File: src/rtl/trtp_pkg.sv
`timescale 1ns / 1ps
`default_nettype none

package trtp_pkg;

    localparam int unsigned HDR_BYTES       = 12;
    localparam int unsigned DEF_QUEUE_DEPTH = 2;
    localparam logic [15:0] MAX_PAYLOAD     = 16'd512;
    localparam logic [7:0]  CRC_MASK_BYTE0  = 8'hDF;
    localparam logic [10:0] POS_MAX         = 11'd2047;
    localparam logic [31:0] CRC_INIT        = 32'hFFFF_FFFF;
    localparam logic [31:0] CRC_POLY        = 32'hEDB8_8320;
    localparam logic [1:0]  TYPE_CODE_DATA  = 2'd1;

    typedef enum logic [2:0] {
        ST_OK       = 3'd0,
        ST_NO_HDR   = 3'd1,
        ST_HDR_CRC  = 3'd2,
        ST_TOO_LONG = 3'd3,
        ST_TR_BAD   = 3'd4,
        ST_LEN_MIS  = 3'd5,
        ST_PAY_CRC  = 3'd6
    } status_t;

    // one queued request: the decoded byte or summary plus the raw check flags
    typedef struct packed {
        logic        kind;
        logic [7:0]  payload_byte;
        logic [4:0]  window;
        logic        truncated;
        logic [1:0]  ptype;
        logic [7:0]  seqnum;
        logic [15:0] length_field;
        logic [31:0] timestamp;
        logic        short_hdr;
        status_t     hdr_err;
        logic        with_payload;
        logic        len_mismatch;
        logic        crc_bad;
    } item_t;

    typedef struct packed {
        logic full;
        logic empty;
    } queue_status_t;

    function automatic logic [31:0] crc32_byte(input logic [31:0] crc, input logic [7:0] b);
        logic [31:0] c;
        c = crc ^ {24'd0, b};
        for (int k = 0; k < 8; k++) begin
            c = c[0] ? ((c >> 1) ^ CRC_POLY) : (c >> 1);
        end
        return c;
    endfunction

endpackage

`default_nettype wire

File: src/rtl/trtp_byte_if.sv
`timescale 1ns / 1ps
`default_nettype none

interface trtp_byte_if;
    logic       valid;
    logic       ready;
    logic [7:0] data_byte;
    logic       last;

    modport source (output valid, output data_byte, output last, input ready);
    modport sink   (input valid, input data_byte, input last, output ready);
endinterface

`default_nettype wire

File: src/rtl/trtp_result_if.sv
`timescale 1ns / 1ps
`default_nettype none

interface trtp_result_if;
    logic        valid;
    logic        ready;
    logic        kind;
    logic [7:0]  payload_byte;
    logic [4:0]  window;
    logic        truncated;
    logic [1:0]  ptype;
    logic [7:0]  seqnum;
    logic [15:0] length_field;
    logic [31:0] timestamp;
    logic [2:0]  status;

    modport source (
        output valid, output kind, output payload_byte, output window, output truncated,
        output ptype, output seqnum, output length_field, output timestamp, output status,
        input  ready
    );
    modport sink (
        input  valid, input kind, input payload_byte, input window, input truncated,
        input  ptype, input seqnum, input length_field, input timestamp, input status,
        output ready
    );
endinterface

`default_nettype wire

File: src/rtl/trtp_front.sv
`timescale 1ns / 1ps
`default_nettype none

module trtp_front
    import trtp_pkg::*;
(
    input  wire logic          clk,
    input  wire logic          rst_n,
    trtp_byte_if.sink          pkt,
    input  wire queue_status_t q_status,
    output logic               push,
    output item_t              push_item
);

    logic [10:0] pos_reg,  pos_next;
    logic [63:0] hdr_reg,  hdr_next;
    logic [31:0] rcrc_reg, rcrc_next;
    logic [31:0] crc_reg,  crc_next;
    status_t     err_reg,  err_next;

    logic        accept;
    logic [7:0]  b;
    logic [7:0]  b0;
    logic [15:0] len;
    logic        tr;
    logic        emit;
    logic        with_payload;
    logic [31:0] rcrc_shift;
    logic [16:0] payload_end;
    logic [16:0] idx_ext;
    logic [11:0] total;

    assign pkt.ready = !q_status.full;
    assign accept    = pkt.valid && !q_status.full;

    always_comb
    begin
        b           = pkt.data_byte;
        b0          = hdr_reg[7:0];
        len         = {hdr_reg[23:16], hdr_reg[31:24]};
        tr          = b0[5];
        rcrc_shift  = {rcrc_reg[23:0], b};
        idx_ext     = {6'd0, pos_reg};
        payload_end = 17'(HDR_BYTES) + {1'b0, len};
        total       = {1'b0, pos_reg} + 12'd1;

        hdr_next  = hdr_reg;
        crc_next  = crc_reg;
        rcrc_next = rcrc_reg;
        err_next  = err_reg;
        emit      = 1'b0;

        // header bytes, then the header CRC and its checks
        if (pos_reg < 11'd8)
        begin
            hdr_next = hdr_reg | (64'(b) << {pos_reg[2:0], 3'b000});
            crc_next = crc32_byte(crc_reg, (pos_reg == 11'd0) ? (b & CRC_MASK_BYTE0) : b);
        end
        else if (pos_reg < 11'(HDR_BYTES))
        begin
            rcrc_next = rcrc_shift;
            if (pos_reg == 11'(HDR_BYTES - 1))
            begin
                if (~crc_reg != rcrc_shift)
                    err_next = ST_HDR_CRC;
                else if (len > MAX_PAYLOAD)
                    err_next = ST_TOO_LONG;
                else if (tr && (b0[7:6] != TYPE_CODE_DATA))
                    err_next = ST_TR_BAD;
                crc_next  = CRC_INIT;
                rcrc_next = '0;
            end
        end

        with_payload = !tr && (len != 16'd0) && (err_next == ST_OK);

        // payload bytes, then the payload CRC
        if ((pos_reg >= 11'(HDR_BYTES)) && with_payload)
        begin
            if (idx_ext < payload_end)
            begin
                crc_next = crc32_byte(crc_reg, b);
                emit     = 1'b1;
            end
            else if (idx_ext < payload_end + 17'd4)
            begin
                rcrc_next = rcrc_shift;
            end
        end

        pos_next = (pos_reg < POS_MAX) ? pos_reg + 11'd1 : pos_reg;

        push_item.kind         = pkt.last;
        push_item.payload_byte = b;
        push_item.window       = b0[4:0];
        push_item.truncated    = tr;
        push_item.ptype        = b0[7:6];
        push_item.seqnum       = hdr_next[15:8];
        push_item.length_field = len;
        push_item.timestamp    = hdr_next[63:32];
        push_item.short_hdr    = pos_reg < 11'(HDR_BYTES - 1);
        push_item.hdr_err      = err_next;
        push_item.with_payload = with_payload;
        push_item.len_mismatch = {5'd0, total} != (payload_end + 17'd4);
        push_item.crc_bad      = ~crc_next != rcrc_next;

        push = accept && (pkt.last || emit);
    end

    always_ff @(posedge clk or negedge rst_n)
    begin
        if (!rst_n)
        begin
            pos_reg  <= '0;
            hdr_reg  <= '0;
            rcrc_reg <= '0;
            crc_reg  <= CRC_INIT;
            err_reg  <= ST_OK;
        end
        else if (accept)
        begin
            if (pkt.last)
            begin
                // start over for the next packet
                pos_reg  <= '0;
                hdr_reg  <= '0;
                rcrc_reg <= '0;
                crc_reg  <= CRC_INIT;
                err_reg  <= ST_OK;
            end
            else
            begin
                pos_reg  <= pos_next;
                hdr_reg  <= hdr_next;
                rcrc_reg <= rcrc_next;
                crc_reg  <= crc_next;
                err_reg  <= err_next;
            end
        end
    end

endmodule

`default_nettype wire

File: src/rtl/trtp_queue.sv
`timescale 1ns / 1ps
`default_nettype none

module trtp_queue
    import trtp_pkg::*;
#(
    parameter int unsigned DEPTH = DEF_QUEUE_DEPTH
)
(
    input  wire logic    clk,
    input  wire logic    rst_n,
    input  wire logic    push,
    input  wire item_t   wr_item,
    input  wire logic    pop,
    output item_t        rd_item,
    output queue_status_t status
);

    localparam int unsigned IDX_W = (DEPTH > 1) ? $clog2(DEPTH) : 1;
    localparam int unsigned CNT_W = $clog2(DEPTH + 1);

    item_t              slot_reg [DEPTH];
    logic [IDX_W-1:0]   wr_ptr_reg, wr_ptr_next;
    logic [IDX_W-1:0]   rd_ptr_reg, rd_ptr_next;
    logic [CNT_W-1:0]   count_reg,  count_next;
    logic               do_push;
    logic               do_pop;

    assign status.full  = (count_reg == CNT_W'(DEPTH));
    assign status.empty = (count_reg == '0);
    assign do_push      = push && !status.full;
    assign do_pop       = pop && !status.empty;
    assign rd_item      = slot_reg[rd_ptr_reg];

    always_comb
    begin
        wr_ptr_next = wr_ptr_reg;
        rd_ptr_next = rd_ptr_reg;
        count_next  = count_reg;
        if (do_push)
            wr_ptr_next = (wr_ptr_reg == IDX_W'(DEPTH - 1)) ? '0 : wr_ptr_reg + 1'b1;
        if (do_pop)
            rd_ptr_next = (rd_ptr_reg == IDX_W'(DEPTH - 1)) ? '0 : rd_ptr_reg + 1'b1;
        if (do_push && !do_pop)
            count_next = count_reg + 1'b1;
        else if (do_pop && !do_push)
            count_next = count_reg - 1'b1;
    end

    always_ff @(posedge clk)
    begin
        if (do_push)
            slot_reg[wr_ptr_reg] <= wr_item;
    end

    always_ff @(posedge clk or negedge rst_n)
    begin
        if (!rst_n)
        begin
            wr_ptr_reg <= '0;
            rd_ptr_reg <= '0;
            count_reg  <= '0;
        end
        else
        begin
            wr_ptr_reg <= wr_ptr_next;
            rd_ptr_reg <= rd_ptr_next;
            count_reg  <= count_next;
        end
    end

endmodule

`default_nettype wire

File: src/rtl/trtp_back.sv
`timescale 1ns / 1ps
`default_nettype none

module trtp_back
    import trtp_pkg::*;
(
    input  wire logic          clk,
    input  wire logic          rst_n,
    input  wire item_t         item,
    input  wire queue_status_t q_status,
    output logic               pop,
    trtp_result_if.source      result
);

    logic        valid_reg;
    logic        kind_reg;
    logic [7:0]  payload_reg;
    logic [4:0]  window_reg;
    logic        truncated_reg;
    logic [1:0]  ptype_reg;
    logic [7:0]  seqnum_reg;
    logic [15:0] length_reg;
    logic [31:0] timestamp_reg;
    status_t     status_reg;

    status_t     status_next;
    logic        summary;

    assign pop     = !q_status.empty && (!valid_reg || result.ready);
    assign summary = item.kind;

    // first failure wins
    always_comb
    begin
        if (item.short_hdr)
            status_next = ST_NO_HDR;
        else if (item.hdr_err != ST_OK)
            status_next = item.hdr_err;
        else if (item.with_payload && item.len_mismatch)
            status_next = ST_LEN_MIS;
        else if (item.with_payload && item.crc_bad)
            status_next = ST_PAY_CRC;
        else
            status_next = ST_OK;
    end

    always_ff @(posedge clk or negedge rst_n)
    begin
        if (!rst_n)
            valid_reg <= 1'b0;
        else if (pop)
            valid_reg <= 1'b1;
        else if (result.ready)
            valid_reg <= 1'b0;
    end

    always_ff @(posedge clk)
    begin
        if (pop)
        begin
            kind_reg      <= summary;
            payload_reg   <= summary ? 8'd0  : item.payload_byte;
            window_reg    <= summary ? item.window       : 5'd0;
            truncated_reg <= summary ? item.truncated    : 1'b0;
            ptype_reg     <= summary ? item.ptype        : 2'd0;
            seqnum_reg    <= summary ? item.seqnum       : 8'd0;
            length_reg    <= summary ? item.length_field : 16'd0;
            timestamp_reg <= summary ? item.timestamp    : 32'd0;
            status_reg    <= summary ? status_next       : ST_OK;
        end
    end

    assign result.valid        = valid_reg;
    assign result.kind         = kind_reg;
    assign result.payload_byte = payload_reg;
    assign result.window       = window_reg;
    assign result.truncated    = truncated_reg;
    assign result.ptype        = ptype_reg;
    assign result.seqnum       = seqnum_reg;
    assign result.length_field = length_reg;
    assign result.timestamp    = timestamp_reg;
    assign result.status       = status_reg;

endmodule

`default_nettype wire

File: src/rtl/trtp_packet_decoder_top.sv
`timescale 1ns / 1ps
`default_nettype none

// Streaming packet decoder: takes one packet byte per cycle on pkt while the queue is not
// full, with last marking the final byte, and returns a request on result for every payload
// byte (kind 0) and one summary (kind 1) at the last byte, carrying the decoded header and a
// status code. The header CRC and the payload CRC advance one byte per cycle in the front
// decoder while bytes are accepted. Results pass through a QUEUE_DEPTH-entry queue and an
// output register, so input keeps flowing at one byte per cycle while result is stalled
// until the queue is full. Each result goes into the queue, then into the output register.
module trtp_packet_decoder_top
    import trtp_pkg::*;
#(
    parameter int unsigned QUEUE_DEPTH = DEF_QUEUE_DEPTH
)
(
    input  wire logic     clk,
    input  wire logic     rst_n,
    trtp_byte_if.sink     pkt,
    trtp_result_if.source result
);

    logic          push;
    item_t         push_item;
    logic          pop;
    item_t         head_item;
    queue_status_t q_status;

    trtp_front u_front (
        .clk       (clk),
        .rst_n     (rst_n),
        .pkt       (pkt),
        .q_status  (q_status),
        .push      (push),
        .push_item (push_item)
    );

    trtp_queue #(
        .DEPTH (QUEUE_DEPTH)
    ) u_queue (
        .clk     (clk),
        .rst_n   (rst_n),
        .push    (push),
        .wr_item (push_item),
        .pop     (pop),
        .rd_item (head_item),
        .status  (q_status)
    );

    trtp_back u_back (
        .clk      (clk),
        .rst_n    (rst_n),
        .item     (head_item),
        .q_status (q_status),
        .pop      (pop),
        .result   (result)
    );

endmodule

`default_nettype wire

File: src/flat_wrapper.sv
// flat-port wrapper written by rule: the top's interface ports become plain ports
module trtp_packet_decoder_top_flat import trtp_pkg::*;
#(
    parameter int unsigned QUEUE_DEPTH = DEF_QUEUE_DEPTH
)
  (clk, rst_n, pkt_valid, pkt_data_byte, pkt_last, pkt_ready, result_valid, result_kind, result_payload_byte, result_window, result_truncated, result_ptype, result_seqnum, result_length_field, result_timestamp, result_status, result_ready);
  trtp_byte_if pkt_i ();
  trtp_result_if result_i ();
  input  wire logic clk;
  input  wire logic rst_n;
  input wire logic [$bits(pkt_i.valid)-1:0] pkt_valid;
  input wire logic [$bits(pkt_i.data_byte)-1:0] pkt_data_byte;
  input wire logic [$bits(pkt_i.last)-1:0] pkt_last;
  output wire logic [$bits(pkt_i.ready)-1:0] pkt_ready;
  output wire logic [$bits(result_i.valid)-1:0] result_valid;
  output wire logic [$bits(result_i.kind)-1:0] result_kind;
  output wire logic [$bits(result_i.payload_byte)-1:0] result_payload_byte;
  output wire logic [$bits(result_i.window)-1:0] result_window;
  output wire logic [$bits(result_i.truncated)-1:0] result_truncated;
  output wire logic [$bits(result_i.ptype)-1:0] result_ptype;
  output wire logic [$bits(result_i.seqnum)-1:0] result_seqnum;
  output wire logic [$bits(result_i.length_field)-1:0] result_length_field;
  output wire logic [$bits(result_i.timestamp)-1:0] result_timestamp;
  output wire logic [$bits(result_i.status)-1:0] result_status;
  input wire logic [$bits(result_i.ready)-1:0] result_ready;
  assign pkt_i.valid = pkt_valid;
  assign pkt_i.data_byte = pkt_data_byte;
  assign pkt_i.last = pkt_last;
  assign pkt_ready = pkt_i.ready;
  assign result_valid = result_i.valid;
  assign result_kind = result_i.kind;
  assign result_payload_byte = result_i.payload_byte;
  assign result_window = result_i.window;
  assign result_truncated = result_i.truncated;
  assign result_ptype = result_i.ptype;
  assign result_seqnum = result_i.seqnum;
  assign result_length_field = result_i.length_field;
  assign result_timestamp = result_i.timestamp;
  assign result_status = result_i.status;
  assign result_i.ready = result_ready;
  trtp_packet_decoder_top #(.QUEUE_DEPTH(QUEUE_DEPTH)) u_core (.clk(clk), .rst_n(rst_n), .pkt(pkt_i), .result(result_i));
endmodule
File: config.mk
export PLATFORM = sky130hd
export DESIGN_NAME = trtp_packet_decoder_top_flat
export DESIGN_NICKNAME = d
export VERILOG_FILES = /design/src/rtl/trtp_pkg.sv /design/src/rtl/trtp_byte_if.sv /design/src/rtl/trtp_result_if.sv /design/src/rtl/trtp_front.sv /design/src/rtl/trtp_queue.sv /design/src/rtl/trtp_back.sv /design/src/rtl/trtp_packet_decoder_top.sv /design/src/flat_wrapper.sv
export SDC_FILE = /design/constraint.sdc
export NUM_CORES = 1
export LEC_CHECK = 0
export BUFFER_PORTS_ARGS = -buffer_cell sky130_fd_sc_hd__buf_2
export CAP_MARGIN = 5
export CORE_UTILIZATION = 50
export DETAILED_ROUTE_END_ITERATION = 10
export GPL_TIMING_DRIVEN = 0
export PLACE_DENSITY = 0.63
export SYNTH_ARGS = -nofsm -noshare
export SYNTH_HDL_FRONTEND = slang
export SYNTH_SLANG_ARGS = --single-unit
File: constraint.sdc
create_clock -name clk -period 17 [get_ports clk]
set_input_delay 0.85 -clock clk [delete_from_list [all_inputs] [get_ports clk]]
set_output_delay 0.85 -clock clk [all_outputs]
set_load 0.02 [all_outputs]
==> summary.txt <==
layout-stage area growth over the synthesis result: 13.6%
Power, Total: 0.00409 W
Setup Fix Bufs, Post-CTS: 0
Critical-path top delay cell: nor4_1
Synth Net Count: 1613
NetSw: 0.00159 W
first-pass GRT wire length: 77300 um
synth cell count leaders: edfxtp_1 (236), nor2_1 (156), dfrtp_1 (115)
Setup crit start: u_core.u_front.hdr_reg[26]
synth warn: 0
GRT Overall Usage: 26.9%
HP Class: in -> async
Clock Path Buffers: 3
total grt overflow: 0
Critical Path Fanout Max: 10
crit start category: flop
M1 WL: 21400 um
clock latency on the worst-skew pair: 0.57 ns
Routed Antenna Nets: 0
f_max: 170 MHz
CP peak stage delay: 0.63 ns
drt via density: 5.87
CP Buf/Inv Count: 3
# nets final: 1752
Internal: 0.00250 W
Worst EP required: 17.28 ns
endpoints failing setup: 0
Slew @ Worst Pin: 1.24 ns
# rows: 70
Die X: 195 um
max reg flops: 160
post-synth top area cell: edfxtp_1
Register Area: 0.0108 mm2
H-tree depth: 2
vias in the first global route: 12.8k
VDD IR max: 0.112 mV
FF+latch count, synth: 383
DP HPWL: 34100 um
DR WL met2: 23800 um
CP Capture Type: flop
Top delay family on crit path: compound AO/OA/AOI/OAI gates
largest cells by area after synthesis: edfxtp_1 (38%), dfrtp_1 (15%), dfstp_2 (4.5%)
hold_buf cts: 0
top routing layer in use: met4
Stages on worst setup path: 18
hold violation count in the final report: 0
drt wl/cell: 22.4 um
clk sinks: 383
area of the multi-input gates: 0.00724 mm2
share of cells above drive strength 1: 13.4%
maximum capacitance violations: 0
top-count cell post-synth: edfxtp_1
Max Transition Viols Final: 0
die area: 0.0379 mm2
largest net degree at the start of global routing: 77
crit path kind: reg -> reg
critical path cell sequence: inv_1 > ha_1 > and3b_1 > o21a_1 > o2111ai_1 > nor2_1 > xnor2_1 > inv_1 > ha_1 > a2111oi_0 > a222oi_1 > a41oi_2 > buf_6 > a22oi_1 > xor2_1 > nor4_1 > and4_1 > nand3_1
Cell Pwr Density: 194 mW/mm2
Max Clock Skew: 0.0235 ns
Synth top area share: 38.1%
Clk pin slew, worst setup/hold paths: 0.06 ns
die height: 195 um
Syn Area/Cell: 11.8 um2
Pleak: 8.35 nW
final wirelength: 49500 um
cts repair resizes: 0
root buffer cell: clkbuf_16
combinational share of power: 44.1%
Tcrit/Tclk final: 34.6%
Vias: 13.0k
I/O Buffers: 90
EDFF count, synth: 236
Net Sw Frac: 39.0%
count of cell types in the netlist: 77
Seq/Total Area, Yosys: 58.2%
R2R depth: 18
sequential share of power: 34.2%
antenna violations before repair: 0
CTS tree: built
run status: finished clean
area of the mapped netlist: 0.0186 mm2
TritonRoute pass-1 iters: 6
Initial Util: 50.7%
n_diodes: 0
Main synth FF type: edfxtp_1
DRC viols: 0
RSZ-0062 raised after global routing: no
R2R Path Start: u_core.u_front.hdr_reg[26]
critical path arrival: 6.16 ns
Cells after Synth: 1573
total CTS buffers: 41
number of DRC markers in iteration 0: 950
FILL cells: 3078
setup TNS: 0 ns
Clock Power Share: 21.7%
min Tclk post-route: 5.88 ns
slew margin rel.: 17.5%
core region area: 0.0366 mm2
WL met3: 2550 um
routability cong.: 0.978
I/O pin count: 91
fin util: 57.7%
Async SR Flop Fraction: 38.4%
## per-layer routing
metal / up-vias / GRT usage [%]
li1: 6012 / -
met1: 6458 / 36.0
met2: 423 / 44.0
met3: 100 / 3.85
met4: 0 / 11.2
met5: - / 0
## power by group through the flow
stage / Sequential (W) / Combinational [W] / Clock [W]
3_3_place_gp: 0.00142 / 0.00175 / 0
5_1_grt: 0.00142 / 0.00196 / 0.000941
3_5_place_dp: 0.00141 / 0.00179 / 0
2_1_floorplan: 0.00150 / 0.00120 / 0
6_report: 0.00140 / 0.00181 / 0.000887
4_1_cts: 0.00140 / 0.00180 / 0.000906
## through the flow
step / hold slack (ns) / cells / setup slack (ns) / area, um2
final: 0.250 / 2213 / 11.12 / 21100
after global routing: 0.281 / 2213 / 10.81 / 21100
after CTS: 0.248 / 2213 / 11.32 / 21100
after detailed placement: 0.448 / 2137 / 11.36 / 19800
after global placement: 0.447 / 2131 / 7.08 / 19600
after floorplan: 0.437 / 1573 / 10.02 / 18600
## area by class of cell
type | count | area share [%]
buffer | 99 | 2.16
clock buffer | 60 | 5.46
clock inverter | 16 | 0.853
inverter | 27 | 0.492
multi-input combinational | 1064 | 34.3
sequential | 383 | 51.2
tap | 468 | 2.77
timing repair buffer | 96 | 2.80
## placed cells by master (no fill, tap or decap), drive strengths merged, types with 6 or more instances in the layout
cell     Yosys  routed
nand4       16      16
clkbuf      68     128
ha          27      27
inv         27      28
nand2b       9       9
dfrtp      115     115
mux2i       83      83
dfstp       32      32
nor3        22      22
buf         31     127
o21ai       74      74
nand2      109     109
nand3       15      15
a21oi       58      58
a22oi       61      61
clkinv       0      12
xor2        92      92
xnor2       93      93
a21o        43      43
a21boi      41      41
a2bb2oi     13      13
a31oi       11      11
nor2       157     157
and3         9       9
and2         6       6
o31ai        6       6
nor4        15      15
o221ai       8       8
o22ai        9       9
edfxtp     236     236
or4          6       6
o22a        19      19
o21a        13      13
## path summary, 6_finish.rpt
| path | to | slack, ns |
|---|---|---|
| max | u_core.u_queue.slot_reg[0][0] | 11.12 |
| min | u_core.u_front.hdr_reg[52] | 0.25 |
| max reg2reg | u_core.u_queue.slot_reg[0][0] | 11.12 |
| min reg2reg | u_core.u_queue.slot_reg[0][49] | 0.47 |
| max in group asynchronous | u_core.u_front.crc_reg[3] | 15.88 |
| min in group clk | u_core.u_queue.slot_reg[0][49] | 0.47 |
## worst register-to-register path, delay by kind of cell, from the launching register on
family | cells | cell delay [ns]
compound gates | 6 | 2.04
flops | 1 | 0.57
simple gates | 5 | 1.38
buf+inv | 3 | 0.60
xor+xnor | 2 | 0.52
fa+ha+maj | 2 | 0.47
## cell families (layout without fill, tap and decap cells)
kind of cell | after synthesis | count (layout) | synth area share (%)
AND/OR/NAND/NOR | 385 | 385 | 9.53
flip-flops | 383 | 383 | 58.2
AO/OA/AOI/OAI | 382 | 382 | 14.1
XOR/XNOR | 185 | 185 | 8.76
buffers and inverters | 126 | 298 | 3.00
multiplexers | 85 | 85 | 4.59
adder cells (fa/ha/maj) | 27 | 27 | 1.82
(Power assumes the default switching activity.)
